[config.mk]
export PLATFORM = sky130hd
export DESIGN_NAME = perfect_matching_counter_flat
export DESIGN_NICKNAME = d
export VERILOG_FILES = /design/src/rtl/pmc_pkg.sv /design/src/rtl/pmc_chan_if.sv /design/src/rtl/perfect_matching_counter.sv /design/src/rtl/pmc_sequencer.sv /design/src/rtl/pmc_datapath.sv /design/src/flat_wrapper.sv
export SDC_FILE = /design/constraint.sdc
export NUM_CORES = 1
export LEC_CHECK = 0
export BUFFER_PORTS_ARGS = -buffer_cell sky130_fd_sc_hd__buf_4
export CAP_MARGIN = 20
export CORE_ASPECT_RATIO = 2
export CORE_MARGIN = 8
export CORE_UTILIZATION = 55
export CTS_CLUSTER_DIAMETER = 50
export DETAILED_ROUTE_END_ITERATION = 7
export PLACE_DENSITY = 0.76
export SKIP_CTS_REPAIR_TIMING = 1
export SLEW_MARGIN = 20
export SYNTH_ARGS = -nofsm -noshare
export SYNTH_HDL_FRONTEND = slang
export SYNTH_SLANG_ARGS = --single-unit
[constraint.sdc]
create_clock -name clk -period 3.43 [get_ports clk]
set_clock_uncertainty 0.05 [all_clocks]
set_input_delay 0.686 -clock clk [delete_from_list [all_inputs] [get_ports clk]]
set_output_delay 0.686 -clock clk [all_outputs]
set_load 0.02 [all_outputs]
[src/rtl/pmc_pkg.sv]
`timescale 1ns / 1ps
`default_nettype none
// ----------------------------------------------------------------------------
// pmc_pkg: shared types and constants of the perfect matching counter
// Holds the field widths, the microcode format, the control program and the
// structs that pass between the sequencer, the datapath and the top level.
// ----------------------------------------------------------------------------
package pmc_pkg;

  // Field widths of the transactions
  localparam int VTX_W   = 4;   // vertex index field
  localparam int VCNT_W  = 4;   // vertex_count register
  localparam int COUNT_W = 10;  // pairing_count result

  // Microprogram addressing
  localparam int STEP_W = 3;
  localparam logic [STEP_W-1:0] ST_CLEAR = 3'd0;
  localparam logic [STEP_W-1:0] ST_FIRST = 3'd1;
  localparam logic [STEP_W-1:0] ST_SCAN  = 3'd2;
  localparam logic [STEP_W-1:0] ST_NEXT  = 3'd3;
  localparam logic [STEP_W-1:0] ST_POP   = 3'd4;
  localparam logic [STEP_W-1:0] ST_DONE  = 3'd5;
  localparam logic [STEP_W-1:0] ST_ONE   = 3'd6;

  // Datapath operations
  typedef enum logic [2:0] {
    OP_CLEAR,  // clear taken mask, count and stack depth
    OP_FIRST,  // pick the lowest free vertex as first of a pair
    OP_SCAN,   // find a partner and push the pair
    OP_NEXT,   // pick the next first vertex, or count a full pairing
    OP_POP,    // undo the top pair and resume its scan
    OP_ONE,    // empty graph: one pairing
    OP_DONE    // deliver the count and wipe the adjacency store
  } op_e;

  // Jump conditions
  typedef enum logic [2:0] {
    COND_NEVER,
    COND_ALWAYS,
    COND_NONE_FREE,
    COND_ANY_FREE,
    COND_NO_PUSH,
    COND_NOT_EMPTY
  } cond_e;

  typedef enum logic {
    SEQ_IDLE,
    SEQ_RUN
  } seq_state_e;

  // One control word of the program
  typedef struct packed {
    op_e               op;
    cond_e             cond;
    logic [STEP_W-1:0] target;
  } ucode_t;

  // Sequencer to datapath
  typedef struct packed {
    logic en;
    op_e  op;
  } ctrl_t;

  // Datapath to sequencer
  typedef struct packed {
    logic none_free;
    logic can_push;
    logic stack_empty;
  } status_t;

  // Top level to datapath: adjacency write of one edge
  typedef struct packed {
    logic             we;
    logic [VTX_W-1:0] a;
    logic [VTX_W-1:0] b;
  } edge_wr_t;

  // Control store: jump to target when the condition holds, else fall through
  function automatic ucode_t ucode_rom(input logic [STEP_W-1:0] step);
    ucode_t w;
    unique case (step)
      ST_CLEAR: w = '{op: OP_CLEAR, cond: COND_NEVER,     target: ST_FIRST};
      ST_FIRST: w = '{op: OP_FIRST, cond: COND_NONE_FREE, target: ST_ONE};
      ST_SCAN:  w = '{op: OP_SCAN,  cond: COND_NO_PUSH,   target: ST_POP};
      ST_NEXT:  w = '{op: OP_NEXT,  cond: COND_ANY_FREE,  target: ST_SCAN};
      ST_POP:   w = '{op: OP_POP,   cond: COND_NOT_EMPTY, target: ST_SCAN};
      ST_DONE:  w = '{op: OP_DONE,  cond: COND_NEVER,     target: ST_CLEAR};
      ST_ONE:   w = '{op: OP_ONE,   cond: COND_ALWAYS,    target: ST_DONE};
      default:  w = '{op: OP_DONE,  cond: COND_NEVER,     target: ST_CLEAR};
    endcase
    return w;
  endfunction

endpackage
`default_nettype wire

[src/rtl/pmc_chan_if.sv]
`timescale 1ns / 1ps
`default_nettype none
// ----------------------------------------------------------------------------
// pmc_chan_if: valid/ready channels of the perfect matching counter
// One interface for the command transactions and one for the results.
// ----------------------------------------------------------------------------
interface pmc_in_if;
  import pmc_pkg::*;
  logic             valid;
  logic             ready;
  logic             mode;
  logic [VTX_W-1:0] vertex_a;
  logic [VTX_W-1:0] vertex_b;

  modport source (output valid, mode, vertex_a, vertex_b, input ready);
  modport sink   (input valid, mode, vertex_a, vertex_b, output ready);
endinterface

interface pmc_out_if;
  import pmc_pkg::*;
  logic               valid;
  logic               ready;
  logic [COUNT_W-1:0] pairing_count;

  modport source (output valid, pairing_count, input ready);
  modport sink   (input valid, pairing_count, output ready);
endinterface
`default_nettype wire

[src/rtl/perfect_matching_counter.sv]
`timescale 1ns / 1ps
`default_nettype none
// Edge transaction: accepted while the search is idle, gives no result.
// Count transaction: the backtracking search runs one control word a cycle, and the
//   result is registered on its final step; the final step holds while the output
//   register is still full.
// No new transaction, edge or count, is accepted until the result is loaded.
// Reset (rst_n low, synchronous) clears the adjacency store, count, state and valid flags.
// ----------------------------------------------------------------------------
// perfect_matching_counter: counts perfect matchings of a loaded graph
// Loads an undirected graph one edge per transaction, then on a count
// transaction runs a microcoded backtracking search, emits the number of
// perfect matchings and wipes the graph.
// ----------------------------------------------------------------------------
module perfect_matching_counter import pmc_pkg::*; #(
  parameter int MAX_VERTICES = 10
) (
  input  wire logic              clk,
  input  wire logic              rst_n,
  pmc_in_if.sink                 in_ch,
  pmc_out_if.source              out_ch,
  input  wire logic              cfg_we,
  input  wire logic [VCNT_W-1:0] cfg_wdata
);

  localparam int NW = $clog2(MAX_VERTICES + 1);

  logic [VCNT_W-1:0]  vcount_r;
  logic [NW-1:0]      n_eff;
  logic               busy, accept, start, out_free;
  logic               out_valid_r;
  logic [COUNT_W-1:0] out_count_r;
  logic [COUNT_W-1:0] count;
  ctrl_t              ctrl;
  status_t            status;
  edge_wr_t           edge_wr;

  // Configuration register
  always_ff @(posedge clk) begin
    if (!rst_n) begin
      vcount_r <= '0;
    end else if (cfg_we) begin
      vcount_r <= cfg_wdata;
    end
  end

  // Saturate the vertex count at capacity
  always_comb begin
    if (32'(vcount_r) > MAX_VERTICES) begin
      n_eff = NW'(MAX_VERTICES);
    end else begin
      n_eff = NW'(vcount_r);
    end
  end

  // Accept transactions while the search is idle
  assign in_ch.ready = !busy;
  assign accept      = in_ch.valid && in_ch.ready;
  assign start       = accept && in_ch.mode;

  // Drop edges that name a vertex outside the graph
  assign edge_wr.we = accept && !in_ch.mode &&
                      (32'(in_ch.vertex_a) < 32'(n_eff)) &&
                      (32'(in_ch.vertex_b) < 32'(n_eff));
  assign edge_wr.a  = in_ch.vertex_a;
  assign edge_wr.b  = in_ch.vertex_b;

  pmc_sequencer u_seq (
    .clk      (clk),
    .rst_n    (rst_n),
    .start    (start),
    .out_free (out_free),
    .status   (status),
    .ctrl     (ctrl),
    .busy     (busy)
  );

  pmc_datapath #(
    .MAX_VERTICES (MAX_VERTICES)
  ) u_dp (
    .clk     (clk),
    .rst_n   (rst_n),
    .n       (n_eff),
    .ctrl    (ctrl),
    .edge_wr (edge_wr),
    .status  (status),
    .count   (count)
  );

  // Output register: load on the final step, hold until taken
  assign out_free = !out_valid_r || out_ch.ready;

  always_ff @(posedge clk) begin
    if (!rst_n) begin
      out_valid_r <= 1'b0;
    end else if (ctrl.en && ctrl.op == OP_DONE) begin
      out_valid_r <= 1'b1;
    end else if (out_ch.ready) begin
      out_valid_r <= 1'b0;
    end
  end

  always_ff @(posedge clk) begin
    if (ctrl.en && ctrl.op == OP_DONE) begin
      out_count_r <= count;
    end
  end

  assign out_ch.valid         = out_valid_r;
  assign out_ch.pairing_count = out_count_r;

endmodule
`default_nettype wire

[src/rtl/pmc_sequencer.sv]
`timescale 1ns / 1ps
`default_nettype none
// ----------------------------------------------------------------------------
// pmc_sequencer: microcode sequencer of the matching search
// Steps through the control store one word a cycle, taking conditional
// jumps on the datapath status, and holds on the final step until the
// result register is free.
// ----------------------------------------------------------------------------
module pmc_sequencer import pmc_pkg::*; (
  input  wire logic    clk,
  input  wire logic    rst_n,
  input  wire logic    start,
  input  wire logic    out_free,
  input  wire status_t status,
  output ctrl_t        ctrl,
  output logic         busy
);

  seq_state_e        state_r, state_nxt;
  logic [STEP_W-1:0] step_r, step_nxt;
  ucode_t            word;
  logic              jump;

  // State and step counter
  always_ff @(posedge clk) begin
    if (!rst_n) begin
      state_r <= SEQ_IDLE;
      step_r  <= ST_CLEAR;
    end else begin
      state_r <= state_nxt;
      step_r  <= step_nxt;
    end
  end

  // Fetch the control word and resolve its jump
  always_comb begin
    word = ucode_rom(step_r);
    unique case (word.cond)
      COND_NEVER:     jump = 1'b0;
      COND_ALWAYS:    jump = 1'b1;
      COND_NONE_FREE: jump = status.none_free;
      COND_ANY_FREE:  jump = !status.none_free;
      COND_NO_PUSH:   jump = !status.can_push;
      COND_NOT_EMPTY: jump = !status.stack_empty;
      default:        jump = 1'b0;
    endcase
  end

  // Advance, branch or hold
  always_comb begin
    state_nxt = state_r;
    step_nxt  = step_r;
    ctrl.en   = 1'b0;
    ctrl.op   = word.op;
    unique case (state_r)
      SEQ_IDLE: begin
        if (start) begin
          state_nxt = SEQ_RUN;
          step_nxt  = ST_CLEAR;
        end
      end
      SEQ_RUN: begin
        if (word.op == OP_DONE) begin
          if (out_free) begin
            ctrl.en   = 1'b1;
            state_nxt = SEQ_IDLE;
          end
        end else begin
          ctrl.en  = 1'b1;
          step_nxt = jump ? word.target : step_r + STEP_W'(1);
        end
      end
      default: state_nxt = SEQ_IDLE;
    endcase
  end

  assign busy = (state_r == SEQ_RUN);

endmodule
`default_nettype wire

[src/rtl/pmc_datapath.sv]
`timescale 1ns / 1ps
`default_nettype none
// ----------------------------------------------------------------------------
// pmc_datapath: adjacency store and backtracking registers
// Holds the adjacency matrix, the taken mask, the pair stack, the current
// first vertex and scan start, and the running count; carries out the
// operation named by the sequencer in each cycle that ctrl.en is set.
// ----------------------------------------------------------------------------
module pmc_datapath import pmc_pkg::*; #(
  parameter int MAX_VERTICES = 10
) (
  input  wire logic                              clk,
  input  wire logic                              rst_n,
  input  wire logic [$clog2(MAX_VERTICES+1)-1:0] n,
  input  wire ctrl_t                             ctrl,
  input  wire edge_wr_t                          edge_wr,
  output status_t                                status,
  output logic [COUNT_W-1:0]                     count
);

  localparam int NW  = $clog2(MAX_VERTICES + 1);
  localparam int AW  = (MAX_VERTICES > 1) ? $clog2(MAX_VERTICES) : 1;
  localparam int SD  = MAX_VERTICES / 2;
  localparam int DW  = $clog2(SD + 1);
  localparam int SIW = (SD > 1) ? $clog2(SD) : 1;
  localparam logic [MAX_VERTICES-1:0] ONE_BIT = MAX_VERTICES'(1);

  logic [MAX_VERTICES-1:0] adj_r [MAX_VERTICES];
  logic [MAX_VERTICES-1:0] taken_r;
  logic [NW-1:0]           f_r, p_r;
  logic [DW-1:0]           depth_r;
  logic [NW-1:0]           stk_f_r [SD];
  logic [NW-1:0]           stk_p_r [SD];
  logic [COUNT_W-1:0]      count_r;

  logic [MAX_VERTICES-1:0] row;
  logic [NW-1:0]           lf, cand;
  logic                    lf_found, cand_found;
  logic [DW-1:0]           depth_m1;
  logic [SIW-1:0]          top_idx, push_idx;
  logic [NW-1:0]           top_f, top_p;

  // Neighbour row of the current first vertex
  always_comb begin
    row = '0;
    if (32'(f_r) < MAX_VERTICES) begin
      row = adj_r[f_r[AW-1:0]];
    end
  end

  // Lowest free vertex below n
  always_comb begin
    lf       = n;
    lf_found = 1'b0;
    for (int i = 0; i < MAX_VERTICES; i++) begin
      if (!lf_found && i < int'(n) && !taken_r[i]) begin
        lf       = NW'(i);
        lf_found = 1'b1;
      end
    end
  end

  // First free neighbour at or above the scan start
  always_comb begin
    cand       = n;
    cand_found = 1'b0;
    for (int i = 0; i < MAX_VERTICES; i++) begin
      if (!cand_found && i >= int'(p_r) && i < int'(n) && !taken_r[i] && row[i]) begin
        cand       = NW'(i);
        cand_found = 1'b1;
      end
    end
  end

  // Stack pointers
  assign depth_m1 = depth_r - DW'(1);
  assign top_idx  = depth_m1[SIW-1:0];
  assign push_idx = depth_r[SIW-1:0];
  assign top_f    = stk_f_r[top_idx];
  assign top_p    = stk_p_r[top_idx];

  assign status.none_free   = !lf_found;
  assign status.can_push    = cand_found && (int'(depth_r) < SD);
  assign status.stack_empty = (depth_r == '0);
  assign count              = count_r;

  // Store edges and execute the sequencer operations
  always_ff @(posedge clk) begin
    if (!rst_n) begin
      for (int r = 0; r < MAX_VERTICES; r++) begin
        adj_r[r] <= '0;
      end
      taken_r <= '0;
      depth_r <= '0;
      count_r <= '0;
    end else begin
      if (edge_wr.we) begin
        adj_r[edge_wr.a[AW-1:0]][edge_wr.b[AW-1:0]] <= 1'b1;
        adj_r[edge_wr.b[AW-1:0]][edge_wr.a[AW-1:0]] <= 1'b1;
      end
      if (ctrl.en) begin
        unique case (ctrl.op)
          OP_CLEAR: begin
            taken_r <= '0;
            depth_r <= '0;
            count_r <= '0;
          end
          OP_FIRST: begin
            f_r <= lf;
            p_r <= lf + NW'(1);
          end
          OP_SCAN: begin
            if (status.can_push) begin
              taken_r           <= taken_r | (ONE_BIT << f_r) | (ONE_BIT << cand);
              stk_f_r[push_idx] <= f_r;
              stk_p_r[push_idx] <= cand;
              depth_r           <= depth_r + DW'(1);
            end
          end
          OP_NEXT: begin
            if (!lf_found) begin
              if (count_r != '1) begin
                count_r <= count_r + COUNT_W'(1);
              end
            end else begin
              f_r <= lf;
              p_r <= lf + NW'(1);
            end
          end
          OP_POP: begin
            if (depth_r != '0) begin
              depth_r <= depth_m1;
              f_r     <= top_f;
              p_r     <= top_p + NW'(1);
              taken_r <= taken_r & ~((ONE_BIT << top_f) | (ONE_BIT << top_p));
            end
          end
          OP_ONE: begin
            count_r <= COUNT_W'(1);
          end
          OP_DONE: begin
            taken_r <= '0;
            for (int r = 0; r < MAX_VERTICES; r++) begin
              adj_r[r] <= '0;
            end
          end
          default: ;
        endcase
      end
    end
  end

endmodule
`default_nettype wire

[src/flat_wrapper.sv]
// flat-port wrapper written by rule: the top's interface ports become plain ports
module perfect_matching_counter_flat import pmc_pkg::*;
#(
  parameter int MAX_VERTICES = 10
)
  (clk, rst_n, cfg_we, cfg_wdata, in_ch_valid, in_ch_mode, in_ch_vertex_a, in_ch_vertex_b, in_ch_ready, out_ch_valid, out_ch_pairing_count, out_ch_ready);
  pmc_in_if in_ch_i ();
  pmc_out_if out_ch_i ();
  input  wire logic clk;
  input  wire logic rst_n;
  input  wire logic cfg_we;
  input  wire logic [VCNT_W-1:0] cfg_wdata;
  input wire logic [$bits(in_ch_i.valid)-1:0] in_ch_valid;
  input wire logic [$bits(in_ch_i.mode)-1:0] in_ch_mode;
  input wire logic [$bits(in_ch_i.vertex_a)-1:0] in_ch_vertex_a;
  input wire logic [$bits(in_ch_i.vertex_b)-1:0] in_ch_vertex_b;
  output wire logic [$bits(in_ch_i.ready)-1:0] in_ch_ready;
  output wire logic [$bits(out_ch_i.valid)-1:0] out_ch_valid;
  output wire logic [$bits(out_ch_i.pairing_count)-1:0] out_ch_pairing_count;
  input wire logic [$bits(out_ch_i.ready)-1:0] out_ch_ready;
  assign in_ch_i.valid = in_ch_valid;
  assign in_ch_i.mode = in_ch_mode;
  assign in_ch_i.vertex_a = in_ch_vertex_a;
  assign in_ch_i.vertex_b = in_ch_vertex_b;
  assign in_ch_ready = in_ch_i.ready;
  assign out_ch_valid = out_ch_i.valid;
  assign out_ch_pairing_count = out_ch_i.pairing_count;
  assign out_ch_i.ready = out_ch_ready;
  perfect_matching_counter #(.MAX_VERTICES(MAX_VERTICES)) u_core (.clk(clk), .rst_n(rst_n), .in_ch(in_ch_i), .out_ch(out_ch_i), .cfg_we(cfg_we), .cfg_wdata(cfg_wdata));
endmodule
### Word level (Yosys, flattened, before mapping)

Memory sizes are Yosys's and may differ from the RTL's. A register that Yosys moved wholly into a read port is not among the register bits.
Index checks and enable logic that the tools add are counted.
Widths: inputs -> output; s select.

| word-level totals | value |
|---|---|
| bits in registers | 50 |
| bits in writable memories | 140 |
| output and inout port bits | 12 |
| word-level logic and storage cells | 318 |
| memories kept | 3 |

Memory list:

| memory | words | width | read ports | clocked after memory_dff | write ports | RTL line | text |
|---|---|---|---|---|---|---|---|
| u_core.u_dp.adj_r | 10 | 10 | 1 | 1 | 10 | pmc_datapath.sv:28 | `logic [MAX_VERTICES-1:0] adj_r [MAX_VERTICES];` |
| u_core.u_dp.stk_f_r | 5 | 4 | 1 | 0 | 1 | pmc_datapath.sv:32 | `logic [NW-1:0] stk_f_r [SD];` |
| u_core.u_dp.stk_p_r | 5 | 4 | 1 | 0 | 1 | pmc_datapath.sv:33 | `logic [NW-1:0] stk_p_r [SD];` |

| cells by class | value |
|---|---|
| $add $sub $neg | 6 |
| magnitude comparators | 29 |
| eq/ne operators | 24 |
| shift-type cells | 4 |
| multiplexer cells | 107 |
| bitwise logic cells | 16 |
| reductions and logical operators | 119 |

Operators with widths:

| operator | number |
|---|---|
| $mux 10 | 21 |
| $mux 4 | 28 |
| $logic_and 1x1->1 | 67 |
| $pmux 10 s3 | 2 |
| $pmux 9 s6 | 1 |
| $mux 1 | 42 |
| $shl 1x4->10 const A | 4 |
| $logic_not 1->1 | 34 |
| $or 10x10->10 | 3 |
| $pmux 4 s3 | 2 |
| $eq 3x3->1 const B | 7 |
| $reduce_or 10->1 | 2 |
| $eq 3x2->1 const B | 6 |
| $ge 3x4->1 const A | 4 |
| $lt 3x4->1 const A | 4 |
| $mux 3 | 5 |
| $reduce_bool 3->1 | 5 |
| $reduce_and 4->1 | 3 |
| $add 10x1->10 const B | 1 |
| $and 10x10->10 | 1 |
| $lt 4x5->1 const B | 2 |
| $ne 10x10->1 const B | 1 |
| $ne 2x2->1 const B | 5 |
| $not 10->10 | 1 |
| 29 further kinds | 54 |

### Depth between registers and ports, before layout

| depth | value |
|---|---|
| depth after elaboration | 67 |
| mapped depth | 14 |

### Modules after synthesis

From an unflattened synthesis, not the netlist that was laid out.

| unflattened totals | value |
|---|---|
| cell total of the unflattened synthesis | 1244 |
| area total of the unflattened synthesis | 12550.8 µm² |

By module, submodules not included:

| module | instances | cells an instance | area each (µm²) |
|---|---|---|---|
| pmc_datapath | 1 | 1131 | 11349.6 |
| perfect_matching_counter | 1 | 55 | 693.2 |
| pmc_sequencer | 1 | 58 | 508.0 |

### Worst setup path before layout

OpenSTA, ideal clock, no wires.

| path | value |
|---|---|
| kind | register to register |
| from | register u_core.u_dp.f_r[2] |
| to | memory u_core.u_dp.stk_f_r[0][0] in the netlist's numbering (enable) |
| setup time | 383 ps |
| arrival time | 3018 ps |
| setup slack | -21 ps |
| cell stages (with the launch flop) | 9 |
| buffers on the path | 0 |
| clock period less this slack | 3451 ps |
| cell sequence | edfxtp_1 > o21ai_2 > nand2_1 > or4_1 > a21oi_1 > nor4_4 > nor4b_4 > or4_1 > nor3_1 |

| between the ends | value |
|---|---|
| word-level cells in the longest chain between the ends | 64 |

RTL lines:

| what | RTL line | text |
|---|---|---|
| start: declaration | pmc_datapath.sv:30 | `logic [NW-1:0] f_r, p_r;` |
| start signal: assignment | pmc_datapath.sv:109 | `f_r <= lf;` |
| start signal: assignment | pmc_datapath.sv:126 | `f_r <= lf;` |
| start signal: assignment | pmc_datapath.sv:133 | `f_r <= top_f;` |
| $lt 4x4->1 * | pmc_datapath.sv:46 | `if (32'(f_r) < MAX_VERTICES) begin` |
| $mux 10 * | pmc_datapath.sv:46 |  |
| $logic_and 1x1->1 | pmc_datapath.sv:68 | `if (!cand_found && i >= int'(p_r) && i < int'(n) && !taken_r[i] && row[i]) begin` |
| $mux 1 | pmc_datapath.sv:68 |  |
| $logic_not 1->1 | pmc_datapath.sv:68 |  |
| $logic_and 1x1->1 (4 in a row) | pmc_datapath.sv:68 |  |
| $mux 1 | pmc_datapath.sv:68 |  |
| $logic_not 1->1 | pmc_datapath.sv:68 |  |
| (+42 left out) | - |  |
| $logic_and 1x1->1 (4 in a row) | pmc_datapath.sv:68 |  |
| $mux 1 * | pmc_datapath.sv:68 |  |
| $logic_and 1x1->1 * | pmc_datapath.sv:83 | `assign status.can_push = cand_found && (int'(depth_r) < SD);` |
| $mux 1 * | pmc_datapath.sv:113 | `if (status.can_push) begin` |
| $mux 1 * | pmc_datapath.sv:102 | `unique case (ctrl.op)` |
| $mux 1 * | pmc_datapath.sv:101 | `if (ctrl.en) begin` |
| $mux 1 * | pmc_datapath.sv:89 | `if (!rst_n) begin` |
| $mux 1 (implied by the code) * | pmc_datapath.sv:115 | `stk_f_r[push_idx] <= f_r;` |
| end: declaration | pmc_datapath.sv:32 |  |

Mark *: on every way between the ends. The rest lies on a longest branch, timed or not.

==> metrics.md <==
| Metric | Value |
|---|---|
| Via count | `10800` |
| Multi-input combinational cell area | `6030 µm²` |
| Sequential cell area | `5680 µm²` |
| Fillers | `1810` |
| H-tree depth | `1` |
| Drt drc | `0` |
| I/O Buffers | `29` |
| HP Class | `in -> reg` |
| Yosys top cell by area | `dfxtp_1` |
| Slew HR | `0.252` |
| P per Cell Area | `451 nW/µm²` |
| Synthesized area | `12300 µm²` |
| Final Max Tran Viols | `0` |
| Clock Tree Root | `clkbuf_16` |
| Seq/Total Area, Yosys | `0.461` |
| Hold Fails Final Rpt | `0` |
| Final nets | `1323` |
| Worst VDD drop | `434 µV` |
| Global Route Usage Sum | `0.315` |
| Core Area | `22100 µm²` |
| Min Hold Slack | `0.377 ns` |
| Lkg Pwr | `6.30 nW` |
| Top post-synthesis cells by area | `dfxtp_1, edfxtp_1, a21o_1` |
| Clk_lat worst skew | `0.55 ns` |
| GP Congestion | `0.995` |
| CTS max path bufs | `3` |
| Largest net degree at the start of global routing | `41` |
| Final setup viols | `0` |
| DRT Wirelength | `43600 µm` |
| Total CTS buffers | `23` |
| Tot Pwr | `6.36 mW` |
| # IOs | `30` |
| Max Cap Viol | `0` |
| Detail Placement HPWL | `32300 µm` |
| Initial antenna violation count | `0` |
| Routed Antenna Nets | `0` |
| Clock slew at reported path FFs | `0.07 ns` |
| Clock sink count | `254` |
| RSZ-0062 raised after global routing | `no` |
| Yosys top cell area share | `0.319` |
| Initial Util | `0.557` |
| Fraction of layout cells with a size suffix above 1 | `0.176` |
| Syn avg cell area | `10.1 µm²` |
| Worst setup SP type | `flip-flop` |
| Final worst-path cycle share | `0.991` |
| Synth async-reset ratio | `0` |
| Kind of critical path | `reg -> reg` |
| Drt first pass iters | `6` |
| Max Clock Freq | `294 MHz` |
| Syn Inst Count | `1213` |
| CTS tree | `done` |
| Critical Path AT | `3.60 ns` |
| Die area | `27700 µm²` |
| Crit-path max FO | `26` |
| Post-synth EDFFs | `58` |
| Yosys cell types | `87` |
| P&R area growth vs syn | `14.5%` |
| Tmin final | `3.40 ns` |
| Status | `completed` |
| Yosys reg bits | `254` |
| Syn. warnings | `0` |
| Rows | `77` |
| Vias per std cell | `6.85` |
| Antenna diodes | `0` |
| Global route overflow | `0` |
| CP required | `3.64 ns` |
| Number of global-route vias before repair | `10800` |
| Net Count, Synth | `1248` |
| Synth Flop Type | `dfxtp_1` |
| Worst slew pin tran | `1.12 ns` |
| First-pass GRT wire length | `64500 µm` |
| DR iter-0 viols | `1205` |
| Die span in x | `122 µm` |
| Die Ht | `227 µm` |
| Wirelength per Cell | `27.6 µm` |
| CP endpoint kind | `flip-flop` |
| Final core utilization | `0.639` |
## routing by layer
| layer | up-vias | part of all wire | global-route usage |
|---|---|---|---|
| met5 | - | 0 | 0 |
| met3 | 254 | 0.065 | 0.0601 |
| met2 | 599 | 0.52 | 0.574 |
| met4 | 0 | 0.11 | 0.289 |
| met1 | 5233 | 0.31 | 0.285 |
| li1 | 4735 | - | - |
## worst max-delay path, cell delays in order (launching register included)
cell     delay [ns]
dfxtp_4        0.47
buf_12         0.24
mux2i_1        0.22
a21oi_1        0.26
nand3_1        0.14
a21oi_1        0.21
o21a_2         0.21
nor4b_4        0.06
or4_1          0.57
buf_4          0.17
nor3_1         0.24
buf_4          0.23
## where the power goes
| part | switching (mW) | internal [mW] | total (mW) |
|---|---|---|---|
| Combinational | 0.370 | 0.215 | 0.585 |
| Sequential | 0.0267 | 3.07 | 3.10 |
| Clock | 1.18 | 1.49 | 2.68 |
| Total | 1.58 | 4.78 | 6.36 |
## kinds of logic (layout without fill, tap and decap cells)
logic type	after synthesis	count (layout)	share of synthesized area
AND/OR/NAND/NOR	303	303	0.129
adder cells (fa/ha/maj)	17	17	0.0173
flip-flops	254	254	0.461
XOR/XNOR	10	10	0.00712
AO/OA/AOI/OAI	398	398	0.230
buffers and inverters	137	228	0.0528
multiplexers	94	94	0.103
## registers in the layout (all words and copies together), names as in the netlist, named ones only
signal,cells
u_core.out_ch.pairing_count,10
u_core.out_ch.valid,1
u_core.u_dp.adj_r,160
u_core.u_dp.count,10
u_core.u_dp.depth_r,3
u_core.u_dp.f_r,4
u_core.u_dp.p_r,4
u_core.u_dp.stk_f_r,20
u_core.u_dp.stk_p_r,20
u_core.u_dp.taken_r,10
u_core.u_seq.busy,1
u_core.u_seq.step_r,3
u_core.vcount_r,4
## cell type report
| class | instances | area share |
|---|---|---|
| Tap cell | 276 | 0.0245 |
| Sequential cell | 254 | 0.403 |
| Inverter | 56 | 0.0149 |
| Clock inverter | 13 | 0.0116 |
| Clock buffer | 28 | 0.0429 |
| Multi-Input combinational cell | 822 | 0.428 |
| Timing Repair Buffer | 131 | 0.0751 |
## cell usage in the layout (no fill, tap or decap), drive strengths merged, types with 5 or more instances in the layout
cell    Yosys  final
a211oi      6      6
a21o       99     99
a21oi      47     47
a221oi      8      8
a22oi      24     24
a31oi       6      6
and2       13     13
and2b       5      5
and3       14     14
buf        22    131
clkbuf     58     28
clkinv      0      6
dfxtp     196    196
edfxtp     58     58
ha         17     17
inv        56     57
mux2        8      8
mux2i      63     63
mux4       23     23
nand2      74     74
nand3      55     55
nand4      16     16
nor2       50     50
nor2b      30     30
nor3       19     19
o2111a      5      5
o211ai      5      5
o21a        8      8
o21ai      58     58
o221ai     45     45
o22ai      53     53
xnor2       7      7
## cell usage after synthesis (4+ instances only)
cell type,n
a211oi_1,4
nand2_1,74
nand4_1,15
dfxtp_1,196
mux2_2,8
ha_1,17
a21boi_0,4
nor2b_1,30
nand2b_1,4
nor2_1,49
a31oi_1,5
o22ai_1,53
a21oi_1,46
a221oi_1,7
nor3_1,19
mux4_2,15
inv_1,56
a21o_1,99
nand3_1,55
o21ai_0,54
o211ai_1,4
o2111a_1,5
buf_6,13
xnor2_1,7
and2b_1,4
buf_2,4
o21a_1,7
mux4_1,7
a22oi_1,24
clkbuf_1,57
and2_1,12
o221ai_1,45
edfxtp_1,58
and3_1,14
mux2i_1,63
## metrics by stage
step,instance area [µm²],setup WS (ns),setup TNS (ns),instances
after global routing,14100,0.00284,0,1580
after global placement,13300,-0.00272,-0.0213,1539
after floorplan,12300,-0.0215,-0.344,1213
final,14100,0.0317,0,1580
after CTS,14000,-0.0967,-1.10,1580
after detailed placement,13300,-0.0311,-0.337,1539
## final timing paths
check	start	end	slack, ns	cells after the start
setup / recovery	flip-flop	u_core.u_dp.stk_p_r[2][1]$_DFFE_PP_	0.03	11
hold / removal	cfg_wdata[0]	u_core.vcount_r[0]$_SDFFE_PN0P_	0.38	3
setup reg to reg	flip-flop	u_core.u_dp.stk_p_r[2][1]$_DFFE_PP_	0.03	11
hold reg to reg	u_core.u_dp.adj_r[13][8]$_DFF_P_	u_core.u_dp.adj_r[13][8]$_DFF_P_	0.39	1
Note: power is estimated with default switching activity, not from simulation.
